<file path="src/rtl/core/ctc_pkg.sv">
package ctc_pkg;

   localparam int MAX_ROWS    = 1024;
   localparam int MAX_ENTRIES = 4096;
   localparam int VALUE_WIDTH = 32;

   localparam int ROW_W  = 10;
   localparam int NROW_W = $clog2(MAX_ROWS + 1);
   localparam int CNT_W  = $clog2(MAX_ENTRIES + 1);
   localparam int RP_AW  = $clog2(MAX_ROWS);
   localparam int ENT_AW = $clog2(MAX_ENTRIES);
   localparam int OP_W   = 3;
   localparam int STAT_W = 2;
   localparam int ELEM_W = 32;

   localparam logic [OP_W-1:0] OP_LOAD   = 3'd0;
   localparam logic [OP_W-1:0] OP_BUILD  = 3'd1;
   localparam logic [OP_W-1:0] OP_RD_PTR = 3'd2;
   localparam logic [OP_W-1:0] OP_RD_ENT = 3'd3;
   localparam logic [OP_W-1:0] OP_CLEAR  = 3'd4;

   localparam logic [STAT_W-1:0] ST_OK        = 2'd0;
   localparam logic [STAT_W-1:0] ST_RANGE     = 2'd1;
   localparam logic [STAT_W-1:0] ST_FULL      = 2'd2;
   localparam logic [STAT_W-1:0] ST_NOT_BUILT = 2'd3;

   typedef enum logic [3:0] {
      S_IDLE, S_EXEC, S_RDWAIT, S_CLR, S_CNT_A, S_CNT_B, S_CNT_C,
      S_PFX_A, S_PFX_B, S_SCT_A, S_SCT_B, S_SCT_C, S_FIN, S_RESP
   } state_type;

   typedef enum logic [3:0] {
      DP_NONE, DP_TAKE, DP_EXEC, DP_RDOUT, DP_CLR, DP_CNT_A, DP_CNT_B, DP_CNT_C,
      DP_PFX_A, DP_PFX_B, DP_SCT_A, DP_SCT_B, DP_SCT_C, DP_FINISH
   } dp_op_type;

   typedef struct packed {
      dp_op_type op;
      logic      cfg_we;
   } cmd_type;

   typedef struct packed {
      logic [OP_W-1:0] op;
      logic            rd_go;
      logic            last_row;
      logic            last_entry;
      logic            no_entries;
   } stat_type;

   typedef struct packed {
      logic [ROW_W-1:0]       row;
      logic [ROW_W-1:0]       col;
      logic [VALUE_WIDTH-1:0] value;
   } coord_type;

   typedef struct packed {
      logic [ROW_W-1:0]       col;
      logic [VALUE_WIDTH-1:0] value;
   } csr_ent_type;

endpackage

</file>
<file path="src/rtl/core/ctc_ctrl.sv">
module ctc_ctrl (
   input  logic              clock,
   input  logic              reset,
   input  logic              req_valid,
   output logic              req_stall,
   output logic              rsp_valid,
   input  logic              rsp_stall,
   input  logic              csr_valid,
   output logic              csr_ready,
   input  ctc_pkg::stat_type st,
   output ctc_pkg::cmd_type  cmd
);
   import ctc_pkg::*;

   state_type state_ff, state_in;

   always_ff @(posedge clock) begin
      if (reset) begin
         state_ff <= S_IDLE;
      end else begin
         state_ff <= state_in;
      end
   end

   always_comb begin
      state_in = state_ff;
      case (state_ff)
         S_IDLE: begin
            if (req_valid) state_in = S_EXEC;
         end
         S_EXEC: begin
            if (st.op == OP_BUILD) state_in = S_CLR;
            else if (st.rd_go) state_in = S_RDWAIT;
            else state_in = S_RESP;
         end
         S_RDWAIT: state_in = S_RESP;
         S_CLR: begin
            if (st.last_row) state_in = st.no_entries ? S_FIN : S_CNT_A;
         end
         S_CNT_A: state_in = S_CNT_B;
         S_CNT_B: state_in = S_CNT_C;
         S_CNT_C: state_in = st.last_entry ? S_PFX_A : S_CNT_A;
         S_PFX_A: state_in = S_PFX_B;
         S_PFX_B: state_in = st.last_row ? S_SCT_A : S_PFX_A;
         S_SCT_A: state_in = S_SCT_B;
         S_SCT_B: state_in = S_SCT_C;
         S_SCT_C: state_in = st.last_entry ? S_FIN : S_SCT_A;
         S_FIN:   state_in = S_RESP;
         S_RESP: begin
            if (!rsp_stall) state_in = S_IDLE;
         end
         default: state_in = S_IDLE;
      endcase
   end

   always_comb begin
      cmd.op     = DP_NONE;
      cmd.cfg_we = 1'b0;
      req_stall  = (state_ff != S_IDLE);
      rsp_valid  = (state_ff == S_RESP);
      csr_ready  = (state_ff == S_IDLE) && !req_valid;
      case (state_ff)
         S_IDLE: begin
            if (req_valid) cmd.op = DP_TAKE;
            cmd.cfg_we = csr_valid && !req_valid;
         end
         S_EXEC:   cmd.op = DP_EXEC;
         S_RDWAIT: cmd.op = DP_RDOUT;
         S_CLR:    cmd.op = DP_CLR;
         S_CNT_A:  cmd.op = DP_CNT_A;
         S_CNT_B:  cmd.op = DP_CNT_B;
         S_CNT_C:  cmd.op = DP_CNT_C;
         S_PFX_A:  cmd.op = DP_PFX_A;
         S_PFX_B:  cmd.op = DP_PFX_B;
         S_SCT_A:  cmd.op = DP_SCT_A;
         S_SCT_B:  cmd.op = DP_SCT_B;
         S_SCT_C:  cmd.op = DP_SCT_C;
         S_FIN:    cmd.op = DP_FINISH;
         default:  cmd.op = DP_NONE;
      endcase
   end

endmodule

</file>
<file path="config.mk">
export PLATFORM = sky130hd
export DESIGN_NAME = ctc_ctrl
export DESIGN_NICKNAME = d
export VERILOG_FILES = /design/src/rtl/core/ctc_pkg.sv /design/src/rtl/core/ctc_ctrl.sv
export SDC_FILE = /design/constraint.sdc
export NUM_CORES = 1
export LEC_CHECK = 0
export BUFFER_PORTS_ARGS = -buffer_cell sky130_fd_sc_hd__buf_2
export CAP_MARGIN = 15
export CORE_AREA = 8 8 45 47
export CTS_CLUSTER_DIAMETER = 60
export DETAILED_ROUTE_END_ITERATION = 8
export DIE_AREA = 0 0 53 55
export GPL_TIMING_DRIVEN = 0
export PLACE_DENSITY_LB_ADDON = 0.15
export SYNTH_ARGS = -nofsm -noshare
export SYNTH_HDL_FRONTEND = slang
export SYNTH_SLANG_ARGS = --single-unit
</file>
<file path="constraint.sdc">
create_clock -name clock -period 1.9 [get_ports clock]
set_input_delay 0.19 -clock clock [delete_from_list [all_inputs] [get_ports clock]]
set_output_delay 0.19 -clock clock [all_outputs]
set_load 0.005 [all_outputs]
</file>
# Yosys cells after proc, flatten, opt, wreduce, memory -nomap -nowiden

Cells that the tools add are included.

Bits of input ports: 12
Memories: 0
Flip-flop bits (word level): 4
Word-level logic and storage cells: 38
ROM bits: 0
Latch bits: 0
Output and inout port bits: 8
Memory bits (writable): 0

Shift-type cells: 0
Eq/ne operators: 17
Div/mod/pow operators: 0
Reduce and logical (&&, ||, !) cells: 7
Magnitude comparators: 0
Multipliers: 0
$add $sub $neg: 0
Bitwise operators: 0
Multiplexer cells: 13

Operator list:

| cell                                                | number |
|---|---|
| one-hot mux 4 bit (13 select lines)                 | 2 |
| two-way mux 4 bit                                   | 7 |
| equality test 4 bit, second input constant          | 6 |
| equality test 4 x 3 -> 1 bit, second input constant | 4 |
| equality test 4 x 2 -> 1 bit, second input constant | 2 |
| != test 2 bit, second input constant                | 3 |
| equality test 4 x 1 -> 1 bit, second input constant | 1 |
| zero test 4 bit                                     | 1 |
| nonzero test 4 bit                                  | 1 |
| equality test 3 x 1 -> 1 bit, second input constant | 1 |
| two-way mux 3 bit                                   | 1 |
| AND reduction 3 bit                                 | 1 |
| logical AND 1 bit                                   | 2 |
| two-way mux 1 bit                                   | 2 |
| two-way mux 2 bit                                   | 1 |
| OR reduction 2 bit                                  | 1 |
| zero test 1 bit                                     | 1 |

# Logic depth before layout (Yosys ltp)

Depth in word-level cells: 3
Mapped depth: 6
Depth with buffers taken out: 4

# Worst setup path before layout

OpenSTA, ideal clock, no wires.

Path kind: register -> register
Start point: reg state_ff[3]
End point: reg state_ff[2]
Buffers on the path: 0
Setup time: 133 ps
Period minus slack after synthesis: 1,357 ps
Arrival time: 1,224 ps
Path slack: 543 ps
Data required time: 1,767 ps
Stages on the path, launching flop included: 5
Cells stage by stage: dfxtp_1 or4_4 o22a_1 nand2_2 a221oi_2

Longest elaborated chain between the ends: 3
Elaborated cells on any way between the ends: 20

RTL lines:

| item                                                                       | RTL line       | text |
|---|---|---|
| from (decl)                                                                | ctc_ctrl.sv:15 | `state_type state_ff, state_in;` |
| from (signal assigned)                                                     | ctc_ctrl.sv:21 | `state_ff <= state_in;` |
| equality test 4 bit, or another cell as far along                          | ctc_ctrl.sv:27 | `case (state_ff)` |
| OR reduction 2 bit (no source line) or != test 2 bit (tied branches)       | n/a            |  |
| one-hot mux 4 bit (13 select lines) or AND reduction 3 bit (tied branches) | n/a            |  |

Several ways; a longest one is shown, not always the timed one.
A chain may end at the register's enable or synchronous reset.

==> summary.md <==
| Metric | Value |
|---|---|
| Run status | `completed` |
| Die X | `around 53 um` |
| Placed insts | `~110` |
| Clock Latency Late Sink | `~0.23 ns` |
| Initial antenna violation count | `0` |
| Critical Path Start | `state_ff[2]` |
| Met1 wire length | `between 600 and 700 um` |
| Largest net degree at the start of global routing | `11` |
| I/O pins | `20` |
| Via count | `616` |
| Finish-stage setup viols | `0` |
| Synthesized instance count | `71` |
| Min-delay src | `reset` |
| Worst-Margin Slew | `0.377 ns` |
| Tcrit/Tclk final | `slightly above 90%` |
| Required @ worst endpoint | `1.71 ns` |
| Leading area contributor after synthesis | `dfxtp_1` |
| Root Buffer | `clkbuf_4` |
| Final Non-Filler Cells | `109` |
| Initial Util | `41.1%` |
| Post-synth ARST share | `0%` |
| Metal3 WL | `86 um` |
| Clock-pin transition on the worst setup and hold timing paths | `0.03 ns` |
| Num rows | `14` |
| GR Util All Layers | `11.0%` |
| Synth Flop Type | `dfxtp_1` |
| Setup tns final | `0 ns` |
| CP arrival | `1.57 ns` |
| Relative slew margins | `74.5%` |
| Largest Register | `state_ff` |
| Post-CTS Setup Bufs | `0` |
| WL met2 | `785 um` |
| Fmax | `569 MHz` |
| Critical-path maximum fanout | `10` |
| Peak supply drop | `738 uV` |
| Maximum clock path buffer count | `2` |
| Post-synthesis sequential area ratio | `14.1%` |
| Worst R2R Start | `state_ff[0]` |
| Hold slack | `0.194 ns` |
| CP Class | `flop to primary output` |
| Cts bufs inserted | `3` |
| Synth warnings | `0` |
| Area added between synthesis and finish | `24.2%` |
| Most frequent cell after synthesis | `a21oi_1` |
| H-tree depth | `1` |
| Regs by FF count | `state_ff (4)` |
| Input/output buffers | `19` |
| Number of flops mapped to enable cells by yosys | `0` |
| Total wire length | `1560 um` |
| Top layer in use | `met4` |
| Wire per inst | `14.3 um` |
| Initial drt markers | `6` |
| Max cap viols | `0` |
| Routability cong. | `0.775` |
| DRC | `0` |
| Synth cell count leaders | `a21oi_1, buf_2, o21ai_0` |
| Clock net sink count | `4` |
| Leakage power | `0.286 nW` |
| Chip height | `55 um` |
| Via/cell ratio | `approximately 5.7` |
| Die area | `~0.003 mm2` |
| Post-Route Skew | `around 0.00086 ns` |
| Tightest Hold Check Type | `input port to flop` |
| Nets | `107` |
| Post-Syn Nets | `83` |
| Netlist Area Pre-Place | `569 um2` |
| Synth top area cells | `dfxtp_1, a21oi_1, a221oi_2` |
| CP endpoint kind | `primary output` |
| Unrepaired setup endpoints after global routing | `false` |
| Hold_buf cts | `0` |
| Post-cts resize count | `0` |
| Netlist cell types | `38` |
| Placed wire-length estimate | `1180 um` |
| Yosys reg bits | `4` |
| Syn Area/Cell | `8.02 um2` |
| Share of cells above drive strength 1 | `43.0%` |
| Power Dens Cells | `around 1500 mW/mm2` |
| Hold Vio Cnt, Final | `0` |
| Ant diodes | `0` |
| Share of the synthesized area in the top cell type | `14.1%` |
| Total grt overflow | `0` |
| Max-slew violations | `0` |
| Final min period | `about 1.8 ns` |
| Final ANT Viol Nets | `0` |
| Global-route wire length before repair | `2520 um` |
| Core area | `0.00138 mm2` |
| Drt first pass iters | `4` |
| Startpoint Class | `flop` |
| Vias in the first global route | `between 500 and 600` |
| CTS tree | `built` |
| Max FFs per register | `4` |
[per-layer routing]
metal	track usage, %	vias up
met5	0	-
met4	6.47	0
met3	2.14	2
met2	18.0	13
met1	13.2	283
li1	-	318
[worst max-delay path: stages, from the launching register on]
cell and delay (ns):
dfxtp_1 0.40, buf_4 0.21, buf_2 0.22, nor4_1 0.08
a311oi_1 0.26, buf_2 0.16
[power by group]
group          switching (mW)  internal (mW)
clock                  0.0321         0.0705
sequential             0.0385          0.121
combinational           0.429          0.371
[stage by stage]
stage	setup slack, ns	instance area [um2]	total power, mW	utilization [%]
finish	0.144	707	1.06	51.1
global route	0.00407	707	1.16	51.1
CTS	0.159	707	1.07	51.1
detailed placement	0.415	684	0.953	49.5
global placement	0.398	684	0.948	49.5
floorplan	0.543	569	0.746	-
[final timing paths]
path / endpoint / slack [ns] / cells past startpoint
max: cmd[1] / 0.14 / 5
max reg2reg: state_ff[2] / 0.38 / 5
min: state_ff[3] / 0.19 / 2
min reg2reg: state_ff[3] / 0.78 / 3
[layout by cell type (no fill, tap or decap), drive strengths merged]
master	Yosys	final
or3	1	1
nand2	5	5
and2	1	1
and4b	1	1
nor2b	1	1
o22ai	1	1
clkbuf	0	3
o21bai	1	1
inv	1	1
o21a	2	2
buf	8	27
nor4	1	1
or3b	3	3
o22a	2	2
a2111oi	1	1
a311oi	1	1
or4	1	1
o221ai	1	1
xnor2	1	1
a31oi	1	1
nand3	1	1
o21ai	7	7
a221oi	2	2
dfxtp	4	4
nor4bb	1	1
nand2b	2	2
a32oi	1	1
xor2	1	1
a21oi	8	8
nand3b	1	1
nor3b	3	3
nor4b	2	2
nor2	4	4
[logic make-up (layout without fill, tap and decap cells)]
family                    Yosys count  count (layout)  synth area share [%]
AOI/OAI and AO/OA                  28              28                  38.5
and+or+nand+nor                    28              28                  35.4
buffers and inverters               9              31                  9.01
DFF                                 4               4                  14.1
xor gates and xnor gates            2               2                  3.08
[layout make-up]
class | count | area [um2]
fillers | 148 | 677
plain buffers | 8 | 47.5
inverters | 1 | 3.75
repair buffers | 19 | 95.1
multi-input cells | 58 | 438
clock buffers | 3 | 22.5
well taps | 16 | 20.0
flip-flops and latches | 4 | 80.1
(Power assumes the default switching activity.)
